### src/hw/rtl/dips_pkg.sv
package dips_pkg;

	// ASCII codes the front end recognizes
	localparam logic [7:0] CH_0      = 8'h30;
	localparam logic [7:0] CH_9      = 8'h39;
	localparam logic [7:0] CH_MINUS  = 8'h2D;
	localparam logic [7:0] CH_PLUS   = 8'h2B;
	localparam logic [7:0] CH_K      = 8'h4B;
	localparam logic [7:0] CH_K_LC   = 8'h6B;
	localparam logic [7:0] CH_M      = 8'h4D;
	localparam logic [7:0] CH_M_LC   = 8'h6D;
	localparam logic [7:0] CH_G      = 8'h47;
	localparam logic [7:0] CH_G_LC   = 8'h67;

	// APB register map (64-bit registers, byte address 8*i)
	localparam int          ADDR_W     = 4;
	localparam int          DATA_W     = 64;
	localparam logic        REG_MAXVAL = 1'b0;
	localparam logic        REG_SIGNED = 1'b1;
	localparam logic [63:0] MAXVAL_RST = 64'hFFFF_FFFF_FFFF_FFFF;

	// decoupling queue between front and back
	localparam int QDEPTH = 2;
	localparam int QAW    = 1;

	typedef enum logic [1:0] {
		ST_OK    = 2'd0,
		ST_CONV  = 2'd1,
		ST_RANGE = 2'd2
	} status_t;

	typedef enum logic [2:0] {
		K_NONE,
		K_DIGIT,
		K_SIGN,
		K_SUFFIX,
		K_OTHER
	} kind_t;

	typedef enum logic [1:0] {
		SFX_K,
		SFX_M,
		SFX_G
	} sfx_t;

	// classified byte as it travels through the queue
	typedef struct packed {
		kind_t      kind;
		logic [3:0] digit;
		logic       minus;
		sfx_t       sfx;
		logic       last;
	} ent_t;

	// end-of-string record handed from back end to finish stage
	typedef struct packed {
		logic [63:0] acc;
		logic        minus;
		status_t     err;
	} res_t;

endpackage

### src/hw/rtl/dips_front.sv
module dips_front (
	input  logic               char_valid,
	output logic               char_ready,
	input  logic [7:0]         char_code,
	input  logic               last,
	input  logic               no_char,
	input  logic               signed_mode,
	input  logic               q_full,
	output logic               q_push,
	output dips_pkg::ent_t     q_ent
);

	assign char_ready = !q_full;

	// items with no byte and no end mark have no effect and are dropped here
	assign q_push = char_valid && char_ready && (!no_char || last);

	// byte classification
	always_comb begin
		q_ent.kind  = dips_pkg::K_OTHER;
		q_ent.digit = char_code[3:0];
		q_ent.minus = (char_code == dips_pkg::CH_MINUS);
		q_ent.sfx   = dips_pkg::SFX_K;
		q_ent.last  = last;
		if (no_char) begin
			q_ent.kind = dips_pkg::K_NONE;
		end else begin
			case (char_code) inside
				[dips_pkg::CH_0:dips_pkg::CH_9]: begin
					q_ent.kind = dips_pkg::K_DIGIT;
				end
				dips_pkg::CH_MINUS, dips_pkg::CH_PLUS: begin
					// a sign is only a sign in signed mode
					q_ent.kind = signed_mode ? dips_pkg::K_SIGN : dips_pkg::K_OTHER;
				end
				dips_pkg::CH_K, dips_pkg::CH_K_LC: begin
					q_ent.kind = dips_pkg::K_SUFFIX;
					q_ent.sfx  = dips_pkg::SFX_K;
				end
				dips_pkg::CH_M, dips_pkg::CH_M_LC: begin
					q_ent.kind = dips_pkg::K_SUFFIX;
					q_ent.sfx  = dips_pkg::SFX_M;
				end
				dips_pkg::CH_G, dips_pkg::CH_G_LC: begin
					q_ent.kind = dips_pkg::K_SUFFIX;
					q_ent.sfx  = dips_pkg::SFX_G;
				end
				default: begin
					q_ent.kind = dips_pkg::K_OTHER;
				end
			endcase
		end
	end

endmodule

### src/hw/rtl/dips_fifo.sv
module dips_fifo (
	input  logic           clk,
	input  logic           arst_n,
	input  logic           push,
	input  dips_pkg::ent_t wdata,
	output logic           full,
	input  logic           pop,
	output logic           empty,
	output dips_pkg::ent_t rdata
);

	localparam logic [dips_pkg::QAW:0] CNT_FULL = (dips_pkg::QAW+1)'(dips_pkg::QDEPTH);

	dips_pkg::ent_t             slot_q [dips_pkg::QDEPTH];
	logic [dips_pkg::QAW-1:0]   wptr_q;
	logic [dips_pkg::QAW-1:0]   rptr_q;
	logic [dips_pkg::QAW:0]     cnt_q;

	assign full  = (cnt_q == CNT_FULL);
	assign empty = (cnt_q == '0);
	assign rdata = slot_q[rptr_q];

	// pointers and fill count
	always_ff @(posedge clk or negedge arst_n) begin
		if (!arst_n) begin
			wptr_q <= '0;
			rptr_q <= '0;
			cnt_q  <= '0;
		end else begin
			if (push) wptr_q <= wptr_q + 1'b1;
			if (pop)  rptr_q <= rptr_q + 1'b1;
			if (push && !pop)      cnt_q <= cnt_q + 1'b1;
			else if (pop && !push) cnt_q <= cnt_q - 1'b1;
		end
	end

	// storage
	always_ff @(posedge clk) begin
		if (push) slot_q[wptr_q] <= wdata;
	end

endmodule

### src/hw/rtl/dips_back.sv
module dips_back (
	input  logic           clk,
	input  logic           arst_n,
	input  logic           q_empty,
	input  dips_pkg::ent_t q_ent,
	output logic           q_pop,
	output logic           res_valid,
	output dips_pkg::res_t res,
	input  logic           res_take
);

	typedef enum logic [1:0] {
		PH_START,
		PH_BODY,
		PH_SUFFIX
	} phase_t;

	logic [63:0]       acc_q;
	logic              minus_q;
	phase_t            phase_q;
	dips_pkg::status_t err_q;

	logic [63:0]       acc_n;
	logic              minus_n;
	phase_t            phase_n;
	dips_pkg::status_t err_n;

	logic [67:0]       dig_sum;
	logic              dig_ovf;
	logic [63:0]       sfx_val;
	logic              sfx_ovf;
	logic              s1_free;
	logic              res_vld_s1;
	dips_pkg::res_t    res_s1;

	// result stage can take a new record when empty or draining
	assign s1_free = !res_vld_s1 || res_take;
	assign q_pop   = !q_empty && (!q_ent.last || s1_free);

	// acc*10 + digit as shift-add, carry out of 64 bits is overflow
	assign dig_sum = {1'b0, acc_q, 3'b000} + {3'b000, acc_q, 1'b0} + {64'd0, q_ent.digit};
	assign dig_ovf = |dig_sum[67:64];

	// binary suffix scaling
	always_comb begin
		case (q_ent.sfx)
			dips_pkg::SFX_K: begin
				sfx_ovf = |acc_q[63:54];
				sfx_val = {acc_q[53:0], 10'd0};
			end
			dips_pkg::SFX_M: begin
				sfx_ovf = |acc_q[63:44];
				sfx_val = {acc_q[43:0], 20'd0};
			end
			dips_pkg::SFX_G: begin
				sfx_ovf = |acc_q[63:34];
				sfx_val = {acc_q[33:0], 30'd0};
			end
			default: begin
				sfx_ovf = 1'b0;
				sfx_val = acc_q;
			end
		endcase
	end

	// parse step; first error wins
	always_comb begin
		acc_n   = acc_q;
		minus_n = minus_q;
		phase_n = phase_q;
		err_n   = err_q;
		if (q_ent.kind != dips_pkg::K_NONE && err_q == dips_pkg::ST_OK) begin
			if (phase_q == PH_SUFFIX) begin
				err_n = dips_pkg::ST_CONV;
			end else begin
				phase_n = PH_BODY;
				case (q_ent.kind)
					dips_pkg::K_SIGN: begin
						if (phase_q == PH_START) minus_n = q_ent.minus;
						else                     err_n   = dips_pkg::ST_CONV;
					end
					dips_pkg::K_DIGIT: begin
						if (dig_ovf) err_n = dips_pkg::ST_RANGE;
						else         acc_n = dig_sum[63:0];
					end
					dips_pkg::K_SUFFIX: begin
						if (sfx_ovf) begin
							err_n = dips_pkg::ST_RANGE;
						end else begin
							acc_n   = sfx_val;
							phase_n = PH_SUFFIX;
						end
					end
					default: begin
						err_n = dips_pkg::ST_CONV;
					end
				endcase
			end
		end
	end

	// string state; cleared after the last byte
	always_ff @(posedge clk or negedge arst_n) begin
		if (!arst_n) begin
			acc_q   <= '0;
			minus_q <= 1'b0;
			phase_q <= PH_START;
			err_q   <= dips_pkg::ST_OK;
		end else if (q_pop) begin
			if (q_ent.last) begin
				acc_q   <= '0;
				minus_q <= 1'b0;
				phase_q <= PH_START;
				err_q   <= dips_pkg::ST_OK;
			end else begin
				acc_q   <= acc_n;
				minus_q <= minus_n;
				phase_q <= phase_n;
				err_q   <= err_n;
			end
		end
	end

	// end-of-string record
	always_ff @(posedge clk or negedge arst_n) begin
		if (!arst_n) begin
			res_vld_s1 <= 1'b0;
		end else if (q_pop && q_ent.last) begin
			res_vld_s1 <= 1'b1;
		end else if (res_take) begin
			res_vld_s1 <= 1'b0;
		end
	end

	always_ff @(posedge clk) begin
		if (q_pop && q_ent.last) begin
			res_s1.acc   <= acc_n;
			res_s1.minus <= minus_n;
			res_s1.err   <= err_n;
		end
	end

	assign res_valid = res_vld_s1;
	assign res       = res_s1;

endmodule

### src/hw/rtl/dips_finish.sv
module dips_finish (
	input  logic           clk,
	input  logic           arst_n,
	input  logic           res_valid,
	input  dips_pkg::res_t res,
	output logic           res_take,
	input  logic [63:0]    max_value,
	output logic           result_valid,
	input  logic           result_ready,
	output logic [63:0]    value,
	output logic           negative,
	output logic [1:0]     status
);

	logic              out_vld_q;
	logic [63:0]       value_q;
	logic              negative_q;
	dips_pkg::status_t status_q;
	dips_pkg::status_t st;

	assign res_take = res_valid && (!out_vld_q || result_ready);

	// limit check applies only when no earlier error was recorded
	always_comb begin
		st = res.err;
		if (res.err == dips_pkg::ST_OK && res.acc > max_value) st = dips_pkg::ST_RANGE;
	end

	always_ff @(posedge clk or negedge arst_n) begin
		if (!arst_n) begin
			out_vld_q <= 1'b0;
		end else if (res_take) begin
			out_vld_q <= 1'b1;
		end else if (result_ready) begin
			out_vld_q <= 1'b0;
		end
	end

	// output register; value and sign forced to zero on error
	always_ff @(posedge clk) begin
		if (res_take) begin
			status_q   <= st;
			value_q    <= (st == dips_pkg::ST_OK) ? res.acc : 64'd0;
			negative_q <= (st == dips_pkg::ST_OK) && res.minus;
		end
	end

	assign result_valid = out_vld_q;
	assign value        = value_q;
	assign negative     = negative_q;
	assign status       = 2'(status_q);

endmodule

### src/hw/rtl/decimal_integer_parser_with_suffix_core.sv
// Streaming ASCII decimal parser: one byte per transfer on the char channel, last marking the
// end of a string (no_char with last gives an empty string). An optional sign (signed mode),
// decimal digits and one K/M/G suffix (x2^10/2^20/2^30) yield one result transfer per string
// with magnitude, sign and status (ok, conversion error, out of range); value is zero on error.
// Sustained rate is one byte per cycle unless the result side stalls; the accumulate step
// (shift-add by ten plus digit with carry-out check) is combinational in the back end. The
// last byte passes the queue, the end-of-string record and the limit-compare output register
// to reach its result. Registers on the APB port: max_value at 0x0, signed_mode at 0x8 (bit 0).
module decimal_integer_parser_with_suffix_core (
	input  logic                          clk,
	input  logic                          arst_n,
	input  logic                          psel,
	input  logic                          penable,
	input  logic                          pwrite,
	input  logic [dips_pkg::ADDR_W-1:0]   paddr,
	input  logic [dips_pkg::DATA_W-1:0]   pwdata,
	output logic [dips_pkg::DATA_W-1:0]   prdata,
	output logic                          pready,
	input  logic                          char_valid,
	output logic                          char_ready,
	input  logic [7:0]                    char_code,
	input  logic                          last,
	input  logic                          no_char,
	output logic                          result_valid,
	input  logic                          result_ready,
	output logic [63:0]                   value,
	output logic                          negative,
	output logic [1:0]                    status
);

	logic [63:0]    max_value_q;
	logic           signed_mode_q;
	logic           q_full;
	logic           q_empty;
	logic           q_push;
	logic           q_pop;
	dips_pkg::ent_t q_wdata;
	dips_pkg::ent_t q_rdata;
	logic           res_valid;
	logic           res_take;
	dips_pkg::res_t res;
	logic           reg_sel;

	// configuration registers
	assign pready  = 1'b1;
	assign reg_sel = paddr[3];

	always_ff @(posedge clk or negedge arst_n) begin
		if (!arst_n) begin
			max_value_q   <= dips_pkg::MAXVAL_RST;
			signed_mode_q <= 1'b1;
		end else if (psel && penable && pwrite && pready) begin
			if (reg_sel == dips_pkg::REG_MAXVAL) max_value_q   <= pwdata;
			else                                 signed_mode_q <= pwdata[0];
		end
	end

	assign prdata = (reg_sel == dips_pkg::REG_MAXVAL) ? max_value_q
	                                                  : {63'd0, signed_mode_q};

	dips_front u_front (
		.char_valid  (char_valid),
		.char_ready  (char_ready),
		.char_code   (char_code),
		.last        (last),
		.no_char     (no_char),
		.signed_mode (signed_mode_q),
		.q_full      (q_full),
		.q_push      (q_push),
		.q_ent       (q_wdata)
	);

	dips_fifo u_fifo (
		.clk    (clk),
		.arst_n (arst_n),
		.push   (q_push),
		.wdata  (q_wdata),
		.full   (q_full),
		.pop    (q_pop),
		.empty  (q_empty),
		.rdata  (q_rdata)
	);

	dips_back u_back (
		.clk       (clk),
		.arst_n    (arst_n),
		.q_empty   (q_empty),
		.q_ent     (q_rdata),
		.q_pop     (q_pop),
		.res_valid (res_valid),
		.res       (res),
		.res_take  (res_take)
	);

	dips_finish u_finish (
		.clk          (clk),
		.arst_n       (arst_n),
		.res_valid    (res_valid),
		.res          (res),
		.res_take     (res_take),
		.max_value    (max_value_q),
		.result_valid (result_valid),
		.result_ready (result_ready),
		.value        (value),
		.negative     (negative),
		.status       (status)
	);

`ifndef SYNTH
	// status code is always a defined one
	a_status_legal: assert property (@(posedge clk) disable iff (!arst_n)
		result_valid |-> (status == 2'(dips_pkg::ST_OK) || status == 2'(dips_pkg::ST_CONV) ||
		                  status == 2'(dips_pkg::ST_RANGE)))
		else $error("illegal status code");

	// any error forces value and sign to zero
	a_err_zero: assert property (@(posedge clk) disable iff (!arst_n)
		(result_valid && status != 2'(dips_pkg::ST_OK)) |-> (value == 64'd0 && !negative))
		else $error("nonzero result on error");

	// an ok result never exceeds the configured limit
	a_ok_limit: assert property (@(posedge clk) disable iff (!arst_n)
		(result_valid && status == 2'(dips_pkg::ST_OK)) |-> (value <= max_value_q))
		else $error("ok result above max_value");

	// the queue never takes a push while full
	a_q_no_ovf: assert property (@(posedge clk) disable iff (!arst_n)
		q_full |-> !q_push)
		else $error("queue overflow");
`endif

endmodule

### config.mk
export PLATFORM = sky130hd
export DESIGN_NAME = decimal_integer_parser_with_suffix_core
export DESIGN_NICKNAME = d
export VERILOG_FILES = /design/src/hw/rtl/dips_pkg.sv /design/src/hw/rtl/dips_front.sv /design/src/hw/rtl/dips_fifo.sv /design/src/hw/rtl/dips_back.sv /design/src/hw/rtl/dips_finish.sv /design/src/hw/rtl/decimal_integer_parser_with_suffix_core.sv
export SDC_FILE = /design/constraint.sdc
export NUM_CORES = 1
export LEC_CHECK = 0
export ABC_AREA = 1
export BUFFER_PORTS_ARGS = -buffer_cell sky130_fd_sc_hd__buf_2
export CORE_UTILIZATION = 61
export DETAILED_ROUTE_END_ITERATION = 8
export HOLD_SLACK_MARGIN = 0.06
export PLACE_DENSITY = 0.84
export SETUP_SLACK_MARGIN = 0.02
export SYNTH_ARGS = -nofsm -noshare
export SYNTH_HDL_FRONTEND = slang
export SYNTH_SLANG_ARGS = --single-unit
### constraint.sdc
create_clock -name clk -period 5.41 [get_ports clk]
set_input_delay 0.2705 -clock clk [delete_from_list [all_inputs] [get_ports clk]]
set_output_delay 0.2705 -clock clk [all_outputs]
set_load 0.01 [all_outputs]
==> metrics.csv <==
stage,metric,value,unit
sta,clock period minus worst slack,4980,ps
yosys,number of distinct library cell variants in the gate-level netlist after synthesis,57,
layout,share of final-layout standard cells stronger than drive strength 1,0.118,
global_route,wire length of the first global-routing pass,120,mm
global_route,maximum number of pins on one net before global-route repair,94,
setup_path,CP endpoint kind,register,
routing,DRT antenna net count,0,
setup_path,worst reg2reg setup slack,430,ps
clocking,TritonCTS clock tree,built,
floorplanning,area of the core region,36700,um2
sta,unrepaired setup endpoints after global routing,no,
setup_path,kind of start point of the critical path,register,
routing,Wirelength per Cell,19.7,um
yosys,Post-synth top flop,edfxtp_1,
yosys,cell type contributing the most total cell area after synthesis,edfxtp_1,
sta,max frequency,201,MHz
floorplanning,Die Height,195,um
global_route,total global routing overflow,0,
floorplanning,Initial Util,0.621,
floorplanning,I/O pins,219,
yosys,Syn. warnings,0,
clocking,clock tree buffer depth,3,
setup_path,critical path's slowest cell,mux2i_1,
yosys,cell types occupying the most area after synthesis,"edfxtp_1 21%, nand2_1 18%, ha_1 11%",
floorplanning,horizontal die dimension,195,um
yosys,sequential cell area fraction in the yosys report,0.363,
layout,layout net count,3720,
min_path,destination of the worst hold path,u_fifo.wptr_q,
routing,Avg Vias per Cell,5.87,
global_route,antenna violations before repair,2,
yosys,post-synth top area share,0.206,
clocking,count of cells resized by post-cts repair,0,
setup_path,R2R Path End,u_back.acc_q[21],
min_path,worst min-delay path category,input pin to register,
layout,Final Cell Area,25700,um2
yosys,Synth Register Bits,296,
sta,total count of max-transition violations in the final report,0,
setup_path,most numerous cell on the critical path,nand2_1,
sta,Final Hold Viols,0,
setup_path,Crit Path Max Fanout,65,
pwr,"IR drop worst, VDD",0.000785,V
floorplanning,total die area,38100,um2
min_path,hold path startpoint,char_valid,
setup_path,Setup CP Type,register to register,
sta,Final setup violation count,0,
place,area post-placement,24100,um2
routing,via count of the routed design,23100,
setup_path,start of the worst register-to-register path,u_fifo.rptr_q,
floorplanning,number of rows in the core area,70,
min_path,worst hold path depth,3,
layout,area added between synthesis and finish,12.9,%
place,Final Wtd Congestion,1.07,
yosys,share of synthesized flip-flops with an asynchronous set or reset,0.473,
outcome,result of the run,"complete, no violations",
sta,final setup TNS,0,ps
setup_path,CP Data Required Time,5850,ps
yosys,average instance area after synthesis,7.08,um2
global_route,via count of the first global-routing pass,22100,
place,number of port buffers,214,
clocking,Sinks on Clock Net,296,
clocking,Clock Pin Slew Worst Setup and Hold Paths,60,ps
routing,number of violations reported at the end of detailed-routing iteration 0,2295,
sta,Worst slew margin,0.321,
clocking,H-tree lvl count,1,
setup_path,r2r worst-path depth,25,
yosys,Post-Syn Nets,3495,
routing,final routed wirelength across all metal layers,77.6,mm
flow_run,maximum capacitance violations,0,
routing,first-pass detailed-route iteration total,7,
clocking,number of hold buffers added after cts,72,
pwr,power per cell area,580,nW/um2
yosys,post-synthesis instance total,3216,
clocking,TritonCTS buffer count,28,
sta,Worst Tran Pin Value,1010,ps
place,half-perimeter wire length after detailed placement,56.2,mm
setup_path,CP arrival,5420,ps
yosys,count of flip-flops with a built-in enable after synthesis,156,
yosys,"Cell Area, Synth",22800,um2
global_route,GRT Resource Usage Total,0.403,
clocking,number of buffers added for setup after CTS,0,
place,pre-CTS worst setup slack,628,ps
layout,filler cell count in the final layout,2848,
routing,post-route DRC violation count,0,
sta,final worst-path cycle share,0.921,
clocking,"Clk Latency, worst-skew pair",560,ps
clocking,clock root buffer master,clkbuf_16,
sta,post-route worst setup slack,429,ps
pwr,static leakage,0.0137,uW
sta,setup skew after layout,25.4,ps
setup_path,crit-path max cell delay,700,ps
[power breakdown]
group / switching, uW / internal (uW)
Sequential: 889 / 3510
Combinational: 6000 / 2560
Clock: 877 / 1090
[Yosys cell counts, types with 23 or more instances]
| master | instances |
|---|---|
| a21oi_1 | 196 |
| buf_2 | 27 |
| clkbuf_1 | 53 |
| dfrtp_1 | 75 |
| dfstp_2 | 65 |
| edfxtp_1 | 156 |
| ha_1 | 192 |
| inv_1 | 422 |
| nand2_1 | 1099 |
| nand3_1 | 178 |
| nand4_1 | 25 |
| nor2_1 | 354 |
| nor3_1 | 23 |
| o211ai_1 | 37 |
| o21ai_0 | 27 |
| o21bai_1 | 23 |
| o22ai_1 | 30 |
| xnor2_1 | 34 |
[cells in the final DEF, fill, tap and decap left out, drive strengths merged, types with 8 or more instances in the layout]
cell,n
o21ai,37
xnor2,34
nand3b,17
clkbuf,36
nand4,25
nand3,183
nor3,27
dfrtp,75
edfxtp,156
a21oi,201
dlygate4sd3,72
o22ai,30
clkinv,13
dfstp,65
nor2,367
a22oi,10
o21bai,23
buf,235
nand2,1118
ha,192
nor4,8
inv,436
o221ai,19
o211ai,37
[layer usage]
| layer | share of wire | vias up | track usage |
|---|---|---|---|
| met1 | 0.39 | 10700 | 0.530 |
| li1 | - | 10800 | - |
| met3 | 0.10 | 242 | 0.0504 |
| met2 | 0.46 | 1336 | 0.667 |
| met5 | 0.00022 | - | 0 |
| met4 | 0.046 | 2 | 0.178 |
[state kept, by name (all words and copies together) (netlist names)]
name	count
u_finish.value	64
signed_mode_q	1
u_back.phase_q	2
u_back.minus_q	1
u_back.res	67
u_finish.negative	1
u_back.acc_q	64
u_back.err_q	2
u_finish.result_valid	1
u_fifo.wptr_q	1
u_fifo.slot_q	22
max_value_q	64
u_fifo.cnt_q	2
u_back.res_valid	1
u_finish.status	2
u_fifo.rptr_q	1
[kinds of logic after synthesis]
kind of cell               share of synthesized area
AOI/OAI and AO/OA                             0.0986
xor gates and xnor gates                      0.0158
adders and majority gates                      0.107
buffers and inverters                         0.0981
DFF                                            0.363
muxes                                        0.00132
other                                       0.000165
and+or+nand+nor                                0.316
[layout make-up]
class	count	area, um2	share of cell area
Clock buffer	36	762	0.0296
Timing Repair Buffer	307	1980	0.0771
Sequential cell	296	8270	0.322
Antenna cell	1	2.50	0.0000973
Tap cell	468	586	0.0228
Clock inverter	16	141	0.00550
Multi-Input combinational cell	2372	12300	0.480
Inverter	436	1640	0.0637
[metrics by stage]
| step | power [uW] | utilization | hold slack (ps) | cells |
|---|---|---|---|---|
| CTS | 14500 | 0.700 | 128 | 3931 |
| global placement | 12200 | 0.656 | 334 | 3807 |
| detailed placement | 12500 | 0.656 | 333 | 3807 |
| global route | 15800 | 0.700 | 178 | 3932 |
| finish | 14900 | 0.700 | 132 | 3932 |
| floorplan | 10100 | - | -25.1 | 3216 |
[how the worst max path moves through the flow]
stage	start	depth (start not counted)	endpoint	slack [ps]
6_report	u_fifo.rptr_q	25	u_back.acc_q[21]	430
5_1_grt	u_fifo.rptr_q	26	u_back.acc_q[21]	260
4_1_cts	u_fifo.rptr_q	26	u_back.acc_q[21]	580
3_5_place_dp	u_fifo.rptr_q	23	u_back.res[25]	630
3_3_place_gp	u_fifo.rptr_q	23	u_back.res[18]	710
2_1_floorplan	u_finish.result_valid	3	u_finish.negative	1560
[worst max-delay path, delay by kind of cell, from the launching register on]
family	cells	cell delay [ps]
buffers and inverters	2	690
multiplexers	1	700
flip-flops	1	650
adder cells (fa/ha/maj)	2	790
AND/OR/NAND/NOR	20	1990
No activity file was read; power rests on OpenSTA's default activity.
